`src/hdl/wpm_pkg.sv`:
```
// ----------------------------------------------------------------------------
// wpm_pkg
// Shared widths, constants, types and state encodings of the level meter.
// ----------------------------------------------------------------------------
package wpm_pkg;

    localparam int SAMPLE_BITS = 16;
    localparam int WINDOW_BITS = 20;

    localparam int MAG_W    = SAMPLE_BITS + 1;
    localparam int CNT_W    = WINDOW_BITS + 1;
    localparam int SUM_W    = 2 * (SAMPLE_BITS - 1) + WINDOW_BITS + 1;
    localparam int LVL_W    = 17;
    localparam int EXP_W    = $clog2(SUM_W);
    localparam int FRAC_W   = 16;
    localparam int LOG_W    = EXP_W + FRAC_W;
    localparam int MANT_W   = 32;
    localparam int D_W      = LOG_W + 2;
    localparam int K_W      = 27;
    localparam int PROD_W   = K_W + D_W;
    localparam int SQ_W     = 32;
    localparam int SQ_ITERS = SQ_W / 2;
    localparam int SQ_CNT_W = $clog2(SQ_ITERS);
    localparam int DIV_CNT_W = $clog2(SUM_W + 1);
    localparam int FRAC_CNT_W = $clog2(FRAC_W);
    localparam int ADDR_W   = 3;
    localparam int DATA_W   = 32;

    localparam logic [K_W-1:0]   LOG_K     = K_W'(101008905);
    localparam logic [15:0]      DB_FLOOR  = 16'd30720;
    localparam logic [LVL_W-1:0] LVL_FLOOR = LVL_W'(-30720);
    localparam logic [D_W-1:0]   PEAK_OFF  = D_W'((SAMPLE_BITS - 1) * 65536);
    localparam logic [D_W-1:0]   RMS_OFF   = D_W'(2 * (SAMPLE_BITS - 1) * 65536);
    localparam logic [WINDOW_BITS-1:0] WL_RESET = WINDOW_BITS'(1024);

    localparam logic [ADDR_W-3:0] REG_WINDOW_LENGTH = 1'b0;
    localparam logic [ADDR_W-3:0] REG_LOG_SCALE     = 1'b1;

    typedef struct packed {
        logic [MAG_W-1:0] pos_peak;
        logic [MAG_W-1:0] neg_peak;
        logic [SUM_W-1:0] pos_sum;
        logic [SUM_W-1:0] neg_sum;
        logic [CNT_W-1:0] pos_cnt;
        logic [CNT_W-1:0] neg_cnt;
        logic             log_scale;
    } snap_t;

    typedef struct packed {
        logic             start;
        logic [SUM_W-1:0] value;
    } log_req_t;

    typedef struct packed {
        logic             done;
        logic [LOG_W-1:0] result;
    } log_rsp_t;

    typedef enum logic [1:0] {
        LG_IDLE,
        LG_NORM,
        LG_SQ,
        LG_DONE
    } lg_state_t;

    typedef enum logic [3:0] {
        BK_IDLE,
        BK_SEL,
        BK_LOGA,
        BK_LOGB,
        BK_DBMUL,
        BK_DBFIN,
        BK_DIV,
        BK_SQRT,
        BK_NEXT,
        BK_EMIT
    } back_state_t;

endpackage

```
`src/hdl/wpm_queue.sv`:
```
// ----------------------------------------------------------------------------
// wpm_queue
// Two-entry queue of window snapshots between front and back end.
// ----------------------------------------------------------------------------
module wpm_queue import wpm_pkg::*; (
    input  logic  aclk,
    input  logic  aresetn,
    input  logic  push,
    input  snap_t push_snap,
    input  logic  pop,
    output snap_t head,
    output logic  full,
    output logic  empty
);

    snap_t      mem_reg [2];
    logic       wr_ptr_reg;
    logic       rd_ptr_reg;
    logic [1:0] count_reg;

    assign full  = (count_reg == 2'd2);
    assign empty = (count_reg == 2'd0);
    assign head  = mem_reg[rd_ptr_reg];

    always_ff @(posedge aclk) begin
        if (push) begin
            mem_reg[wr_ptr_reg] <= push_snap;
        end
    end

    always_ff @(posedge aclk) begin
        if (!aresetn) begin
            wr_ptr_reg <= 1'b0;
            rd_ptr_reg <= 1'b0;
            count_reg  <= 2'd0;
        end else begin
            if (push) begin
                wr_ptr_reg <= !wr_ptr_reg;
            end
            if (pop) begin
                rd_ptr_reg <= !rd_ptr_reg;
            end
            if (push && !pop) begin
                count_reg <= count_reg + 2'd1;
            end else if (pop && !push) begin
                count_reg <= count_reg - 2'd1;
            end
        end
    end

endmodule

```
`config.mk`:
```
export PLATFORM = sky130hd
export DESIGN_NAME = wpm_queue
export DESIGN_NICKNAME = d
export VERILOG_FILES = /design/src/hdl/wpm_pkg.sv /design/src/hdl/wpm_queue.sv
export SDC_FILE = /design/constraint.sdc
export NUM_CORES = 1
export LEC_CHECK = 0
export ABC_AREA = 1
export BUFFER_PORTS_ARGS = -buffer_cell sky130_fd_sc_hd__buf_2
export CAP_MARGIN = 20
export CORE_ASPECT_RATIO = 1.25
export CORE_MARGIN = 3
export CORE_UTILIZATION = 52
export CTS_BUF_LIST = sky130_fd_sc_hd__clkbuf_8 sky130_fd_sc_hd__clkbuf_16
export DETAILED_ROUTE_END_ITERATION = 6
export PLACE_DENSITY = 0.79
export SETUP_SLACK_MARGIN = 0.1
export SLEW_MARGIN = 20
export SYNTH_ARGS = -nofsm -noshare
export SYNTH_HDL_FRONTEND = slang
export SYNTH_SLANG_ARGS = --single-unit
```
`constraint.sdc`:
```
create_clock -name aclk -period 10.7 [get_ports aclk]
set_input_delay 0.535 -clock aclk [delete_from_list [all_inputs] [get_ports aclk]]
set_output_delay 0.535 -clock aclk [all_outputs]
set_load 0.05 [all_outputs]
```
==> results.cfg <==
[run_status]
outcome = completed

[pwr]
comb_power_share_pct = 14.7
pwr-share-clk_pct = 35.0
p_per_area_nw_per_um2 = 198
irDropWorstVdd_mv = 0.222
internal-power_mw = 2.48
power.static_leakage_nw = 6.57
p_seq_share_pct = 50.3
power.share.switching_pct = 25.5
p_sw_mw = 0.849

[sta]
tightest_slew_ns = 1.03
fin_ws_ns = 7.12
setup_viol = 0
final.setup_skew_ns = 0.0215
accumulated_negative_setup_slack_ns = 0
finalHoldWorstSlack_ns = 0.213
clock.fmax_mhz = 279
slew_headroom_pct = 31.2
rsz_0062_raised_after_global_routing = no
finalWorstPathRequiredPeriod_ns = 3.58
hold_viol_final = 0
report.final.slew_viol_count = 0
post-route-period-util_pct = 33.4

[worst_setup_path]
endpoint_kind = output port
cp_slowest_cell = sky130_fd_sc_hd__dfxtp_4
cp_max_fo = 63
worst-endpoint-required_ns = 10.17
arrival_ns = 3.04
critical_path_class = flop to output port
logic_depth_of_the_worst_register_to_register_path = 3
cp_slowest_stage_delay_ns = 0.93
reg2reg_slack_ns = 7.98
cp-start-kind = flop
crit_chain = buf_4 > mux2_2 > buf_2
worst_setup_path_endpoint = head[38]
r2r_start = wr_ptr_reg
regToRegEndpoint = mem_reg[1][109]

[synthesis]
synth_cells = 592
post_synth_num_cell_types = 14
post_synth_instance_area_sq_um = 13600
yosys-top-cells-area = sky130_fd_sc_hd__edfxtp_1 79%, sky130_fd_sc_hd__mux2_4 11%, sky130_fd_sc_hd__mux2_2 6.6%
synthesis.nets = 776
yosys_warnings = 0
yosysTopAreaCell = sky130_fd_sc_hd__edfxtp_1
postSynthRegisterBits = 363
synth.avg_cell_area_sq_um = 22.9
post-synth-top-area-fraction_pct = 79.3
ys_seq_area_share_pct = 80.0

[die]
floorplan_die_width_um = 150
initial_core_util_pct = 53.3
die_h_um = 187
pin_count = 364
die_area_sq_um = 28100
std_cell_rows = 65
core_region_area_sq_um = 25500

[cts]
postCtsHoldBufs = 0
htree_levels = 2
clockBufferDepth = 3
clock_latency_late_sink_ns = 0.51
clkSinkCount = 363
post_cts_buffers = 0
postCtsResizedCells = 0
cts.reportedPaths.clkPinSlew_ns = 0.07
cts_bufs_inserted = 35
ctsRootBufferMaster = sky130_fd_sc_hd__clkbuf_16
clock_tree_from_tritoncts = done

[route]
avgViaCountPerCell = 5.07
postRouteAntennaNets = 0
route.vias.total = 6789
route.met2.wl_um = 13400
top_sig_layer = met5
starting_drt_drc_count = 268
route.detailed.wl_per_inst_um = 19.5
total_wire_length_um = 26100
wirelength_met1_um = 9020
detailroute.wirelength.met3_um = 2770
count_of_tritonroute_iterations_in_the_first_routing_pass = 4
drc = 0

[layout]
layout.cell_area.non_filler_sq_um = 16800
largest_reg_flops = 358
fraction_of_layout_instances_using_a_drive_strength_above_1_pct = 59.9
synthToLayoutAreaGrowth_pct = 23.9
mostFrequentLayoutCells = 363 x sky130_fd_sc_hd__buf_2, 358 x sky130_fd_sc_hd__edfxtp_1, 100 x sky130_fd_sc_hd__mux2_4
final_net_count = 1162
most_common_cell_after_layout_fill_and_taps_aside = sky130_fd_sc_hd__buf_2

[run]
cap_viol_max_count = 0

[global_routing]
grt.total_usage_pct = 18.0
grt.overflow.total = 0
antenna_found_initial = 11
number_of_global_route_vias_before_repair = 7211
grt_start_max_net_pins = 106
grt_pass1_wl_um = 38600

[placed_design]
port_buffers = 363
postPlaceCellArea_sq_um = 15700
dp_hpwl_um = 17800
place_congestion = 0.763
pre_cts_ws_ns = 7.57

[hold_path]
hold_path_class = primary input to flop
hold_path.startpoint = push_snap[51]
power groups by stage:
stage	Sequential [mW]	Clock, mW	Combinational [mW]
6_report	1.67	1.17	0.490
5_1_grt	1.68	1.25	0.513
4_1_cts	1.68	1.19	0.493
3_5_place_dp	1.71	0	0.491
3_3_place_gp	1.70	0	0.486
2_1_floorplan	1.71	0	0.380
worst max-delay path, delay by kind of cell (launching register included):
kind	cells	cell delay, ns
buffers and inverters	2	1.14
multiplexers	1	0.43
flip-flops	1	0.93
synthesized netlist by cell type:
cell,n
sky130_fd_sc_hd__o21ai_0,1
sky130_fd_sc_hd__ha_1,1
sky130_fd_sc_hd__dfxtp_1,5
sky130_fd_sc_hd__buf_6,14
sky130_fd_sc_hd__inv_1,8
sky130_fd_sc_hd__nand2_1,8
sky130_fd_sc_hd__nand4_1,1
sky130_fd_sc_hd__a21oi_1,1
sky130_fd_sc_hd__buf_2,6
sky130_fd_sc_hd__edfxtp_1,358
sky130_fd_sc_hd__nor2_1,9
sky130_fd_sc_hd__nand3_1,1
sky130_fd_sc_hd__mux2_4,100
sky130_fd_sc_hd__mux2_2,79
routing by layer:
layer / up-vias / GRT usage (%)
li1: 3124 / -
met1: 3295 / 19.4
met2: 291 / 31.2
met3: 67 / 7.68
met4: 12 / 6.83
met5: - / 0
kinds of logic after synthesis:
family | after synthesis | share of synthesized area [%]
compound gates | 2 | 0.0738
buf+inv | 28 | 1.61
simple gates | 19 | 0.554
fa+ha+maj | 1 | 0.0923
flops | 363 | 80.0
mux | 179 | 17.6
through the flow:
step	power, mW	cells	util, %
floorplan	2.09	592	-
global placement	2.19	1275	61.5
detailed placement	2.20	1275	61.5
CTS	3.36	1334	65.8
global route	3.44	1339	66.0
finish	3.33	1340	66.0
final cells by class:
cell class,instances,area [sq um]
clock inverter,21,163
tap,335,419
timing repair buffer,369,1880
fill,1695,8650
sequential,363,10900
antenna,5,12.5
inverter,8,35.0
clock buffer,38,940
multi-input combinational,201,2500
worst min path at each step:
stage	end	slack [ns]	cells after the start
after floorplan	flop	0.46	2
after global placement	rd_ptr_reg	0.47	2
after detailed placement	flop	0.49	2
after CTS	mem_reg[1][51]	0.19	1
after global routing	mem_reg[0][40]	0.19	1
final	mem_reg[1][51]	0.21	1
(Power assumes the default switching activity.)
