`config.mk`:
```
export PLATFORM = sky130hd
export DESIGN_NAME = wpm_log2
export DESIGN_NICKNAME = d
export VERILOG_FILES = /design/src/hdl/wpm_pkg.sv /design/src/hdl/wpm_log2.sv
export SDC_FILE = /design/constraint.sdc
export NUM_CORES = 2
export LEC_CHECK = 0
export CORE_MARGIN = 2
export CORE_UTILIZATION = 55
export CTS_BUF_LIST = sky130_fd_sc_hd__clkbuf_2 sky130_fd_sc_hd__clkbuf_4 sky130_fd_sc_hd__clkbuf_8
export CTS_CLUSTER_SIZE = 10
export DETAILED_ROUTE_END_ITERATION = 10
export DONT_BUFFER_PORTS = 1
export PLACE_DENSITY = 0.7
export SETUP_SLACK_MARGIN = 0.4
export SYNTH_ARGS = -nofsm -noshare
export SYNTH_HDL_FRONTEND = slang
export SYNTH_SLANG_ARGS = --single-unit
```
`constraint.sdc`:
```
create_clock -name aclk -period 9.3 [get_ports aclk]
set_input_delay 1.86 -clock aclk [delete_from_list [all_inputs] [get_ports aclk]]
set_output_delay 1.86 -clock aclk [all_outputs]
set_load 0.03 [all_outputs]
```
`src/hdl/wpm_pkg.sv`:
```
// ----------------------------------------------------------------------------
// wpm_pkg
// Shared widths, constants, types and state encodings of the level meter.
// ----------------------------------------------------------------------------
package wpm_pkg;

    localparam int SAMPLE_BITS = 16;
    localparam int WINDOW_BITS = 20;

    localparam int MAG_W    = SAMPLE_BITS + 1;
    localparam int CNT_W    = WINDOW_BITS + 1;
    localparam int SUM_W    = 2 * (SAMPLE_BITS - 1) + WINDOW_BITS + 1;
    localparam int LVL_W    = 17;
    localparam int EXP_W    = $clog2(SUM_W);
    localparam int FRAC_W   = 16;
    localparam int LOG_W    = EXP_W + FRAC_W;
    localparam int MANT_W   = 32;
    localparam int D_W      = LOG_W + 2;
    localparam int K_W      = 27;
    localparam int PROD_W   = K_W + D_W;
    localparam int SQ_W     = 32;
    localparam int SQ_ITERS = SQ_W / 2;
    localparam int SQ_CNT_W = $clog2(SQ_ITERS);
    localparam int DIV_CNT_W = $clog2(SUM_W + 1);
    localparam int FRAC_CNT_W = $clog2(FRAC_W);
    localparam int ADDR_W   = 3;
    localparam int DATA_W   = 32;

    localparam logic [K_W-1:0]   LOG_K     = K_W'(101008905);
    localparam logic [15:0]      DB_FLOOR  = 16'd30720;
    localparam logic [LVL_W-1:0] LVL_FLOOR = LVL_W'(-30720);
    localparam logic [D_W-1:0]   PEAK_OFF  = D_W'((SAMPLE_BITS - 1) * 65536);
    localparam logic [D_W-1:0]   RMS_OFF   = D_W'(2 * (SAMPLE_BITS - 1) * 65536);
    localparam logic [WINDOW_BITS-1:0] WL_RESET = WINDOW_BITS'(1024);

    localparam logic [ADDR_W-3:0] REG_WINDOW_LENGTH = 1'b0;
    localparam logic [ADDR_W-3:0] REG_LOG_SCALE     = 1'b1;

    typedef struct packed {
        logic [MAG_W-1:0] pos_peak;
        logic [MAG_W-1:0] neg_peak;
        logic [SUM_W-1:0] pos_sum;
        logic [SUM_W-1:0] neg_sum;
        logic [CNT_W-1:0] pos_cnt;
        logic [CNT_W-1:0] neg_cnt;
        logic             log_scale;
    } snap_t;

    typedef struct packed {
        logic             start;
        logic [SUM_W-1:0] value;
    } log_req_t;

    typedef struct packed {
        logic             done;
        logic [LOG_W-1:0] result;
    } log_rsp_t;

    typedef enum logic [1:0] {
        LG_IDLE,
        LG_NORM,
        LG_SQ,
        LG_DONE
    } lg_state_t;

    typedef enum logic [3:0] {
        BK_IDLE,
        BK_SEL,
        BK_LOGA,
        BK_LOGB,
        BK_DBMUL,
        BK_DBFIN,
        BK_DIV,
        BK_SQRT,
        BK_NEXT,
        BK_EMIT
    } back_state_t;

endpackage

```
`src/hdl/wpm_log2.sv`:
```
// ----------------------------------------------------------------------------
// wpm_log2
// Iterative log2 in Q.16: one-bit-a-cycle normalisation, then sixteen
// squaring steps of the mantissa.
// ----------------------------------------------------------------------------
module wpm_log2 import wpm_pkg::*; (
    input  logic     aclk,
    input  logic     aresetn,
    input  log_req_t req,
    output log_rsp_t rsp
);

    lg_state_t              st_reg, st_next;
    logic [SUM_W-1:0]       x_reg;
    logic [EXP_W-1:0]       exp_reg;
    logic [MANT_W-1:0]      m_reg;
    logic [FRAC_W-1:0]      frac_reg;
    logic [FRAC_CNT_W-1:0]  it_reg;
    logic [2*MANT_W-1:0]    prod;
    logic [MANT_W:0]        t;

    assign prod = m_reg * m_reg;
    assign t    = prod[2*MANT_W-1:MANT_W-1];

    always_comb begin
        st_next = st_reg;
        unique case (st_reg)
            LG_IDLE: begin
                if (req.start) begin
                    st_next = LG_NORM;
                end
            end
            LG_NORM: begin
                if (x_reg[SUM_W-1]) begin
                    st_next = LG_SQ;
                end
            end
            LG_SQ: begin
                if (it_reg == '0) begin
                    st_next = LG_DONE;
                end
            end
            LG_DONE: st_next = req.start ? LG_NORM : LG_IDLE;
            default: st_next = LG_IDLE;
        endcase
    end

    always_comb begin
        rsp.done   = (st_reg == LG_DONE);
        rsp.result = {exp_reg, frac_reg};
    end

    always_ff @(posedge aclk) begin
        unique case (st_reg)
            LG_IDLE, LG_DONE: begin
                x_reg    <= req.value;
                exp_reg  <= EXP_W'(SUM_W - 1);
                frac_reg <= '0;
            end
            LG_NORM: begin
                if (x_reg[SUM_W-1]) begin
                    m_reg  <= x_reg[SUM_W-1 -: MANT_W];
                    it_reg <= FRAC_CNT_W'(FRAC_W - 1);
                end else begin
                    x_reg   <= {x_reg[SUM_W-2:0], 1'b0};
                    exp_reg <= exp_reg - 1'b1;
                end
            end
            LG_SQ: begin
                if (t[MANT_W]) begin
                    m_reg            <= t[MANT_W:1];
                    frac_reg[it_reg] <= 1'b1;
                end else begin
                    m_reg <= t[MANT_W-1:0];
                end
                it_reg <= it_reg - 1'b1;
            end
            default: begin
            end
        endcase
    end

    always_ff @(posedge aclk) begin
        if (!aresetn) begin
            st_reg <= LG_IDLE;
        end else begin
            st_reg <= st_next;
        end
    end

endmodule

```
==> flow_summary.json <==
{
  "num_rows": 91,
  "yosys.area.top_type": "fa_1",
  "ios": 77,
  "path_class": "reg -> reg",
  "cts_tree": "built",
  "synth_warnings": 0,
  "reg2reg_depth": 23,
  "clock_path_buffers": 2,
  "tightest_slew_ps": 1080,
  "synth.distinct_cells": 77,
  "hold_depth": 2,
  "dieWidth_um": 254,
  "htreeDepth": 3,
  "grt_antenna_before_repair": 2,
  "min_path_type": "reg -> reg",
  "clock_latency_ps": 400,
  "ys_seq_area_share_pct": 9.65,
  "crit_required_ps": 9500,
  "grt_remaining_overflow": 0,
  "hold-path-endpoint": "x_reg[19]$_DFFE_PP_",
  "start_util_pct": 55.7,
  "yosys-top-cells-area": "fa_1 (46%), inv_1 (11%), ha_1 (11%)",
  "coreArea_sq_um": 61700,
  "postSynthNetCount": 4778,
  "cts_buffers": 9,
  "rrSetupSlack_ps": 670,
  "area_growth_pct": 4.83,
  "cts_hold_buf": 0,
  "routed_via_density": 5.42,
  "io_buffer_count": 0,
  "ys_ff_latch": 111,
  "drt_iter0_markers": 1852,
  "clock-root-buffer": "clkbuf_8",
  "grt_pass1_vias": 26200,
  "vias": 24000,
  "synth.most_common_cell": "inv_1",
  "rsz0062_at_grt": "no",
  "r2r-start": "m_reg[5]$_DFFE_PP_",
  "synthCells": 3627,
  "grt.total_usage_pct": 28.8,
  "ant_nets": 0,
  "synth_common_cells": "inv_1 (1044), fa_1 (791), nand2_1 (366)",
  "routabilityCongestion": 0.937,
  "run_status": "finished clean",
  "largest_reg_flops": 51,
  "dr.pass1.iters": 6,
  "grt_max_degree": 63,
  "routed_wl_um": 87000,
  "finalClockSkew_ps": 18.5,
  "routedWlPerCell_um": 19.6,
  "finalCriticalPeriod_ps": 8630,
  "max_freq_mhz": 116,
  "ys.flop_type": "edfxtp_1",
  "worst_r2r_endpoint": "m_reg[27]$_DFFE_PP_",
  "dp.final_hpwl_um": 73300,
  "maxSlewViolCount": 0,
  "finalSetupViolCount": 0,
  "critPathMaxFanout": 15,
  "drv_cap": 0,
  "die_area_sq_um": 64500,
  "synth_top_area_share_pct": 46.1,
  "worstHoldStart": "x_reg[18]$_DFFE_PP_",
  "synth.avg_cell_area_sq_um": 9.47,
  "endpoint_kind": "register",
  "fp.dieH_um": 254,
  "diodes": 0,
  "syn_area_sq_um": 34300,
  "final_nets": 4744,
  "drc": 0,
  "startpoint_type": "register",
  "async_flop_share_pct": 0,
  "max-slew-margin-rel_pct": 27.7,
  "setup_tns_ps": 0,
  "synth_edf_count": 109,
  "grt_pass1_wl_um": 142000,
  "clk_pin_slew_ps": 110,
  "critPathArrivalTime_ps": 8830,
  "period_share_pct": 92.8,
  "drive_gt1_share_pct": 4.64,
  "clock-sinks": 111,
  "hold_viol_final": 0
}
[placed cells by master (no fill, tap or decap), types with 4 or more instances in the layout]
| master | netlist | routed |
|---|---|---|
| fa_1 | 791 | 791 |
| a31o_2 | 11 | 11 |
| xnor2_1 | 40 | 40 |
| ha_1 | 306 | 304 |
| inv_1 | 1044 | 1044 |
| buf_12 | 0 | 13 |
| and3_1 | 7 | 7 |
| edfxtp_1 | 109 | 109 |
| buf_4 | 2 | 89 |
| nor2b_1 | 18 | 17 |
| nand2_1 | 366 | 366 |
| o21ai_0 | 86 | 85 |
| o21ai_1 | 4 | 4 |
| o22ai_1 | 4 | 4 |
| nand4_1 | 21 | 21 |
| clkbuf_8 | 0 | 9 |
| o221ai_1 | 12 | 12 |
| or2_2 | 5 | 5 |
| a21oi_2 | 4 | 4 |
| a221o_1 | 7 | 7 |
| nor2_1 | 98 | 98 |
| xor2_1 | 41 | 41 |
| a21oi_1 | 83 | 83 |
| nand3_1 | 22 | 22 |
| nor3_1 | 12 | 12 |
| a21o_1 | 38 | 38 |
| a211oi_1 | 7 | 6 |
| o21bai_1 | 12 | 12 |
| mux2i_1 | 6 | 5 |
| a22oi_1 | 5 | 5 |
| and2_1 | 218 | 218 |
| o21a_1 | 11 | 11 |
| o211ai_1 | 8 | 8 |
| a31oi_1 | 20 | 20 |
| or3_1 | 4 | 4 |
[layout make-up]
cell class	instances	area (sq um)
repair buffers	103	940
well taps	837	1050
clock buffers	10	131
multi-input cells	2321	26600
inverters	1047	3930
flip-flops and latches	111	3310
fillers	5408	25700
clock inverters	6	93.8
[critical path, cell delays in order, from the launching register on]
cell and delay, ps:
edfxtp_1 700, buf_4 400, and2_1 290, fa_1 490, fa_1 480, fa_1 560
inv_1 50, fa_1 470, inv_1 60, fa_1 480, fa_1 580, fa_1 440
fa_1 460, ha_1 460, nand4_2 200, nor3_1 340, nand4_1 210, o211ai_2 330
o21ai_1 140, a21oi_1 190, o221a_4 300, buf_4 230, nand2_1 150, o21ai_0 360
[stage by stage]
| step | worst slack (ps) | util [%] | area [sq um] | instances | hold slack, ps |
|---|---|---|---|---|---|
| floorplan | 968 | - | 34300 | 3627 | 496 |
| global placement | 551 | 57.4 | 35400 | 4388 | 503 |
| detailed placement | 549 | 57.4 | 35400 | 4388 | 511 |
| CTS | 500 | 57.8 | 35600 | 4404 | 540 |
| global route | 387 | 58.4 | 36000 | 4435 | 564 |
| finish | 670 | 58.4 | 36000 | 4435 | 538 |
[layer usage]
metal  GRT usage, %  vias to the layer above  wire length [um]
li1               -                    10700                 -
met1           37.0                    12300             33800
met2           49.7                      855             43800
met3           3.98                      198              5720
met4           10.7                        2              3680
met5              0                        -                10
[what timing repair did]
item	CTS	global route
endpoints found under the setup margin	0	47
gates resized for setup	0	1
buffers inserted	0	31
hold endpoints to repair	0	0
[logic make-up after synthesis]
kind of cell,synth area share [%]
buffers and inverters,13.2
AO/OA/AOI/OAI,6.72
XOR/XNOR,2.07
flip-flops,9.65
AND/OR/NAND/NOR,10.9
adder cells (fa/ha/maj),57.2
multiplexers,0.208
[how the worst max path moves through the flow]
| stage | startpoint | end | slack, ps | cells after the start |
|---|---|---|---|---|
| 4_1_cts | m_reg[14]$_DFFE_PP_ | m_reg[22]$_DFFE_PP_ | 500 | 25 |
| 3_3_place_gp | m_reg[7]$_DFFE_PP_ | m_reg[22]$_DFFE_PP_ | 550 | 26 |
| 6_report | m_reg[5]$_DFFE_PP_ | m_reg[27]$_DFFE_PP_ | 670 | 23 |
| 5_1_grt | m_reg[5]$_DFFE_PP_ | m_reg[27]$_DFFE_PP_ | 390 | 25 |
| 3_5_place_dp | m_reg[14]$_DFFE_PP_ | m_reg[22]$_DFFE_PP_ | 550 | 25 |
| 2_1_floorplan | m_reg[14]$_DFFE_PP_ | frac_reg[0]$_SDFFCE_PN0P_ | 970 | 27 |
Power is not shown: default switching activity piles up to over one toggle a cycle in this logic, so the estimate is an artifact.
