$ cat src/hdl/wpm_pkg.sv
// ----------------------------------------------------------------------------
// wpm_pkg
// Shared widths, constants, types and state encodings of the level meter.
// ----------------------------------------------------------------------------
package wpm_pkg;

    localparam int SAMPLE_BITS = 16;
    localparam int WINDOW_BITS = 20;

    localparam int MAG_W    = SAMPLE_BITS + 1;
    localparam int CNT_W    = WINDOW_BITS + 1;
    localparam int SUM_W    = 2 * (SAMPLE_BITS - 1) + WINDOW_BITS + 1;
    localparam int LVL_W    = 17;
    localparam int EXP_W    = $clog2(SUM_W);
    localparam int FRAC_W   = 16;
    localparam int LOG_W    = EXP_W + FRAC_W;
    localparam int MANT_W   = 32;
    localparam int D_W      = LOG_W + 2;
    localparam int K_W      = 27;
    localparam int PROD_W   = K_W + D_W;
    localparam int SQ_W     = 32;
    localparam int SQ_ITERS = SQ_W / 2;
    localparam int SQ_CNT_W = $clog2(SQ_ITERS);
    localparam int DIV_CNT_W = $clog2(SUM_W + 1);
    localparam int FRAC_CNT_W = $clog2(FRAC_W);
    localparam int ADDR_W   = 3;
    localparam int DATA_W   = 32;

    localparam logic [K_W-1:0]   LOG_K     = K_W'(101008905);
    localparam logic [15:0]      DB_FLOOR  = 16'd30720;
    localparam logic [LVL_W-1:0] LVL_FLOOR = LVL_W'(-30720);
    localparam logic [D_W-1:0]   PEAK_OFF  = D_W'((SAMPLE_BITS - 1) * 65536);
    localparam logic [D_W-1:0]   RMS_OFF   = D_W'(2 * (SAMPLE_BITS - 1) * 65536);
    localparam logic [WINDOW_BITS-1:0] WL_RESET = WINDOW_BITS'(1024);

    localparam logic [ADDR_W-3:0] REG_WINDOW_LENGTH = 1'b0;
    localparam logic [ADDR_W-3:0] REG_LOG_SCALE     = 1'b1;

    typedef struct packed {
        logic [MAG_W-1:0] pos_peak;
        logic [MAG_W-1:0] neg_peak;
        logic [SUM_W-1:0] pos_sum;
        logic [SUM_W-1:0] neg_sum;
        logic [CNT_W-1:0] pos_cnt;
        logic [CNT_W-1:0] neg_cnt;
        logic             log_scale;
    } snap_t;

    typedef struct packed {
        logic             start;
        logic [SUM_W-1:0] value;
    } log_req_t;

    typedef struct packed {
        logic             done;
        logic [LOG_W-1:0] result;
    } log_rsp_t;

    typedef enum logic [1:0] {
        LG_IDLE,
        LG_NORM,
        LG_SQ,
        LG_DONE
    } lg_state_t;

    typedef enum logic [3:0] {
        BK_IDLE,
        BK_SEL,
        BK_LOGA,
        BK_LOGB,
        BK_DBMUL,
        BK_DBFIN,
        BK_DIV,
        BK_SQRT,
        BK_NEXT,
        BK_EMIT
    } back_state_t;

endpackage

$ cat src/hdl/wpm_front.sv
// ----------------------------------------------------------------------------
// wpm_front
// Per-sample accumulation of peaks, square sums and counts; hands a snapshot
// to the queue at the end of each window.
// ----------------------------------------------------------------------------
module wpm_front import wpm_pkg::*; (
    input  logic                   aclk,
    input  logic                   aresetn,
    input  logic                   s_valid,
    output logic                   s_ready,
    input  logic [SAMPLE_BITS-1:0] s_sample,
    input  logic [WINDOW_BITS-1:0] window_length,
    input  logic                   log_scale,
    input  logic                   q_full,
    output logic                   q_push,
    output snap_t                  q_snap
);

    logic [WINDOW_BITS-1:0] pos_reg;
    logic [MAG_W-1:0]       pos_peak_reg, neg_peak_reg;
    logic [SUM_W-1:0]       pos_sum_reg, neg_sum_reg;
    logic [CNT_W-1:0]       pos_cnt_reg, neg_cnt_reg;

    logic [MAG_W-1:0]       pos_peak_next, neg_peak_next;
    logic [SUM_W-1:0]       pos_sum_next, neg_sum_next;
    logic [CNT_W-1:0]       pos_cnt_next, neg_cnt_next;

    logic                   acc;
    logic                   is_neg;
    logic                   is_zero;
    logic [MAG_W-1:0]       mag;
    logic [2*MAG_W-1:0]     sq;
    logic [WINDOW_BITS:0]   newpos;
    logic                   win_end;

    assign s_ready = !q_full;
    assign acc     = s_valid && s_ready && (window_length != '0);
    assign is_neg  = s_sample[SAMPLE_BITS-1];
    assign is_zero = (s_sample == '0);
    assign mag     = is_neg ? ((MAG_W'(1) << SAMPLE_BITS) - {1'b0, s_sample})
                            : {1'b0, s_sample};
    assign sq      = mag * mag;
    assign newpos  = {1'b0, pos_reg} + 1'b1;
    assign win_end = newpos >= {1'b0, window_length};

    always_comb begin
        pos_peak_next = pos_peak_reg;
        neg_peak_next = neg_peak_reg;
        pos_sum_next  = pos_sum_reg;
        neg_sum_next  = neg_sum_reg;
        pos_cnt_next  = pos_cnt_reg;
        neg_cnt_next  = neg_cnt_reg;
        if (is_neg) begin
            if (mag > neg_peak_reg) begin
                neg_peak_next = mag;
            end
            neg_sum_next = neg_sum_reg + SUM_W'(sq);
            neg_cnt_next = neg_cnt_reg + 1'b1;
        end else if (!is_zero) begin
            if (mag > pos_peak_reg) begin
                pos_peak_next = mag;
            end
            pos_sum_next = pos_sum_reg + SUM_W'(sq);
            pos_cnt_next = pos_cnt_reg + 1'b1;
        end else begin
            neg_cnt_next = neg_cnt_reg + 1'b1;
        end
    end

    assign q_push = acc && win_end;

    always_comb begin
        q_snap.pos_peak  = pos_peak_next;
        q_snap.neg_peak  = neg_peak_next;
        q_snap.pos_sum   = pos_sum_next;
        q_snap.neg_sum   = neg_sum_next;
        q_snap.pos_cnt   = pos_cnt_next;
        q_snap.neg_cnt   = neg_cnt_next;
        q_snap.log_scale = log_scale;
    end

    always_ff @(posedge aclk) begin
        if (!aresetn) begin
            pos_reg      <= '0;
            pos_peak_reg <= '0;
            neg_peak_reg <= '0;
            pos_sum_reg  <= '0;
            neg_sum_reg  <= '0;
            pos_cnt_reg  <= '0;
            neg_cnt_reg  <= '0;
        end else if (acc) begin
            if (win_end) begin
                pos_reg      <= '0;
                pos_peak_reg <= '0;
                neg_peak_reg <= '0;
                pos_sum_reg  <= '0;
                neg_sum_reg  <= '0;
                pos_cnt_reg  <= '0;
                neg_cnt_reg  <= '0;
            end else begin
                pos_reg      <= newpos[WINDOW_BITS-1:0];
                pos_peak_reg <= pos_peak_next;
                neg_peak_reg <= neg_peak_next;
                pos_sum_reg  <= pos_sum_next;
                neg_sum_reg  <= neg_sum_next;
                pos_cnt_reg  <= pos_cnt_next;
                neg_cnt_reg  <= neg_cnt_next;
            end
        end
    end

endmodule

$ cat config.mk
export PLATFORM = sky130hd
export DESIGN_NAME = wpm_front
export DESIGN_NICKNAME = d
export VERILOG_FILES = /design/src/hdl/wpm_pkg.sv /design/src/hdl/wpm_front.sv
export SDC_FILE = /design/constraint.sdc
export NUM_CORES = 1
export LEC_CHECK = 0
export BUFFER_PORTS_ARGS = -buffer_cell sky130_fd_sc_hd__buf_2
export CORE_MARGIN = 2
export CORE_UTILIZATION = 60
export CTS_CLUSTER_DIAMETER = 80
export DETAILED_ROUTE_END_ITERATION = 6
export PLACE_DENSITY = 0.81
export SLEW_MARGIN = 20
export SYNTH_ARGS = -nofsm -noshare
export SYNTH_HDL_FRONTEND = slang
export SYNTH_SLANG_ARGS = --single-unit
$ cat constraint.sdc
create_clock -name aclk -period 25.8 [get_ports aclk]
set_clock_uncertainty 0.15 [all_clocks]
set_input_delay 5.16 -clock aclk [delete_from_list [all_inputs] [get_ports aclk]]
set_output_delay 5.16 -clock aclk [all_outputs]
set_load 0.02 [all_outputs]
==> Flow_metrics.wiki <==
{| class="wikitable"
! Metric !! Value
|-
| Vias in the first global route || 21800
|-
| Sequential cell area fraction in the yosys report || 17.0%
|-
| Final routed DRC violation total || 0
|-
| Post-CTS setup buffer count || 0
|-
| Layout Nets || 3545
|-
| Top cells by instance count after synthesis || sky130_fd_sc_hd__inv_1, sky130_fd_sc_hd__nand2_1, sky130_fd_sc_hd__ha_1
|-
| Warnings, synthesis || 0
|-
| Area growth syn-to-layout || 9.50%
|-
| Type of the worst min-delay path || reg -> reg
|-
| Count of buffers inserted at the top-level ports || 219
|-
| Stages on the worst setup path || 37
|-
| Achievable clock frequency || 44.4 MHz
|-
| Cell variety after synth || 84
|-
| Post-synth top area cell || sky130_fd_sc_hd__dfxtp_1
|-
| Per-instance average area after synthesis || 7.96 sq um
|-
| Crit-path max cell delay || 0.78 ns
|-
| Number of buffers created by CTS || 17
|-
| Area of the die || 40300 sq um
|-
| Asr flop ratio synth || 0%
|-
| Die H || 201 um
|-
| Initial core utilization || 60.4%
|-
| Placed wire-length estimate after detailed placement || 54.0 mm
|-
| Count of buffer and inverter cells on the critical path || 6
|-
| Overflow after GRT || 0
|-
| Mapped cell area || 23300 sq um
|-
| Detailed-route vias per instance || 6.03
|-
| Synthesized instance count || 2922
|-
| Count of instances resized after the clock tree is built || 0
|-
| Average wire per cell in the routed design || 19.3 um
|-
| H-tree lvl count || 4
|-
| CP Capture Type || output port
|-
| Crit path DAT || 17.21 ns
|-
| Total routing resource utilization after global routing || 35.0%
|-
| Footprint of the flip-flops and latches || 3960 sq um
|-
| Top cell family by delay on the critical path || adder cells
|-
| Leading register cell type out of synthesis || sky130_fd_sc_hd__dfxtp_1
|-
| Number of detailed-routing iterations run before antenna repair || 6
|-
| Data required, critical path || 20.49 ns
|-
| Setup tns final || 0 ns
|-
| Hold Path Depth || 2
|-
| Placement Rows || 72
|-
| Min Clock Period, post-route || 22.52 ns
|-
| Worst Tran Pin Value || 0.943 ns
|-
| RSZ-0062 raised after global routing || no
|-
| Hold Fails Final Rpt || 0
|-
| Clock insertion delay at the later pin of the skew report || 0.49 ns
|-
| Initial antenna violation count || 0
|-
| Reg clk slew, reported paths || 0.08 ns
|-
| Master cell of the clock root buffer || sky130_fd_sc_hd__clkbuf_16
|-
| Layout cells sized above 1 || 11.1%
|-
| Kind of critical path || in -> out
|-
| Worst rel slew slack || 36.9%
|-
| Number of violations of the max-capacitance limit || 0
|-
| Filler cell count || 3337
|-
| Top fanout value on the critical path || 13
|-
| Cell depth of the worst flop-to-flop path || 15
|-
| Maximum number of pins on one net before global-route repair || 77
|-
| CTS tree || done
|-
| DRC violation total after the first TritonRoute iteration || 1574
|-
| Share of the synthesized area in the top cell type || 17.0%
|-
| Remaining antenna violation count || 0
|-
| Crit path setup slack, layout || 3.28 ns
|-
| Worst slack after detailed placement || 3.62 ns
|-
| Top-count cell post-synth || sky130_fd_sc_hd__inv_1
|-
| Count of antenna diodes in the layout || 0
|-
| Final clock period utilization by the worst path || 87.3%
|-
| Global placement routability congestion || 0.959
|-
| Sinks on Clock Net || 198
|-
| FF+latch count, synth || 198
|-
| Most prevalent standard cell on the critical path || sky130_fd_sc_hd__fa_1
|-
| Wire length after detailed routing || 69.8 mm
|-
| Core outline area || 38500 sq um
|-
| Number of enable-type register cells in the synthesized netlist || 0
|-
| I/O pins || 222
|-
| Maximum count of clock buffers along a single path || 2
|-
| Wire length of the first global-routing pass || 114 mm
|-
| Critical-path cell with the highest stage delay || sky130_fd_sc_hd__xor2_1
|-
| Number of hold buffers added after CTS || 0
|-
| Sort of element at the start of the critical path || input pin
|-
| Status || finished, final reports clean
|-
| Synth top area cells || sky130_fd_sc_hd__dfxtp_1, sky130_fd_sc_hd__fa_1, sky130_fd_sc_hd__ha_1, sky130_fd_sc_hd__inv_1, sky130_fd_sc_hd__nand2_1
|-
| Setup violators final || 0
|-
| Multi-input combinational cell area || 17500 sq um
|-
| Die boundary width || 201 um
|-
| Final max-slew violation count || 0
|-
| Vias || 21800
|}
==> placed cells by master, fill, tap and decap left out, types with 30 or more instances in the layout <==
master,synthesis,final
sky130_fd_sc_hd__a21o_1,68,67
sky130_fd_sc_hd__a21oi_1,154,152
sky130_fd_sc_hd__a22o_1,31,31
sky130_fd_sc_hd__a22oi_1,36,36
sky130_fd_sc_hd__a31oi_1,31,30
sky130_fd_sc_hd__and3_1,37,36
sky130_fd_sc_hd__buf_2,13,219
sky130_fd_sc_hd__conb_1,2,37
sky130_fd_sc_hd__dfxtp_1,198,198
sky130_fd_sc_hd__fa_1,186,186
sky130_fd_sc_hd__ha_1,237,237
sky130_fd_sc_hd__inv_1,375,374
sky130_fd_sc_hd__mux2_2,30,30
sky130_fd_sc_hd__nand2_1,319,319
sky130_fd_sc_hd__nand3_1,88,87
sky130_fd_sc_hd__nand4_1,43,43
sky130_fd_sc_hd__nor2_1,202,199
sky130_fd_sc_hd__nor3_1,33,33
sky130_fd_sc_hd__o21ai_0,179,179
sky130_fd_sc_hd__xnor2_1,121,120
sky130_fd_sc_hd__xor2_1,77,77
==> per-layer routing <==
layer	global-route usage, %	routed length, um	share of wire (%)	vias up
met5	0	0	0	-
met4	17.1	3170	4.5	0
met3	6.20	4820	6.9	188
met2	58.7	33000	47	832
met1	43.6	28800	41	10500
li1	-	-	-	10300
==> stage by stage <==
stage | utilization, % | instance area [sq um] | hold WS, ns | instances
global route | 66.2 | 25500 | 0.329 | 3612
finish | 66.2 | 25500 | 0.326 | 3612
detailed placement | 64.6 | 24800 | 0.302 | 3579
floorplan | - | 23400 | 0.282 | 2957
CTS | 66.1 | 25400 | 0.321 | 3611
global placement | 64.6 | 24800 | 0.298 | 3579
==> final cells by class <==
| class | instances | share of cell area, % |
|---|---|---|
| repair buffers | 245 | 5.12 |
| clock inverters | 13 | 0.570 |
| clock buffers | 19 | 1.74 |
| multi-input cells | 2240 | 68.9 |
| inverters | 379 | 5.59 |
| well taps | 518 | 2.55 |
| flip-flops and latches | 198 | 15.6 |
==> cell families after synthesis <==
family                     after synthesis  share of synthesized area [%]
buffers and inverters                  519                           8.49
and+or+nand+nor                        852                           17.0
xor gates and xnor gates               199                           7.53
AOI/OAI and AO/OA                      698                           19.6
muxes                                   31                           1.50
other                                    2                         0.0323
DFF                                    198                           17.0
adders and majority gates              423                           28.8
==> final timing paths <==
kind                                  from  slack [ns]                      endpoint
setup / recovery               s_sample[3]        3.28                    q_snap[79]
hold / removal    pos_reg[12]$_SDFFE_PN0P_        0.33      pos_reg[12]$_SDFFE_PN0P_
hold reg to reg   pos_reg[12]$_SDFFE_PN0P_        0.33      pos_reg[12]$_SDFFE_PN0P_
setup reg to reg   pos_reg[0]$_SDFFE_PN0P_       20.05  neg_sum_reg[30]$_SDFFE_PN0P_
==> worst min-delay path, delay by kind of cell (launching register included) <==
| family | cells | cell delay (ns) |
|---|---|---|
| AOI/OAI and AO/OA | 1 | 0.05 |
| DFF | 1 | 0.33 |
| and+or+nand+nor | 1 | 0.06 |
Power is not shown: default switching activity piles up to over one toggle a cycle in this logic, so the estimate is an artifact.
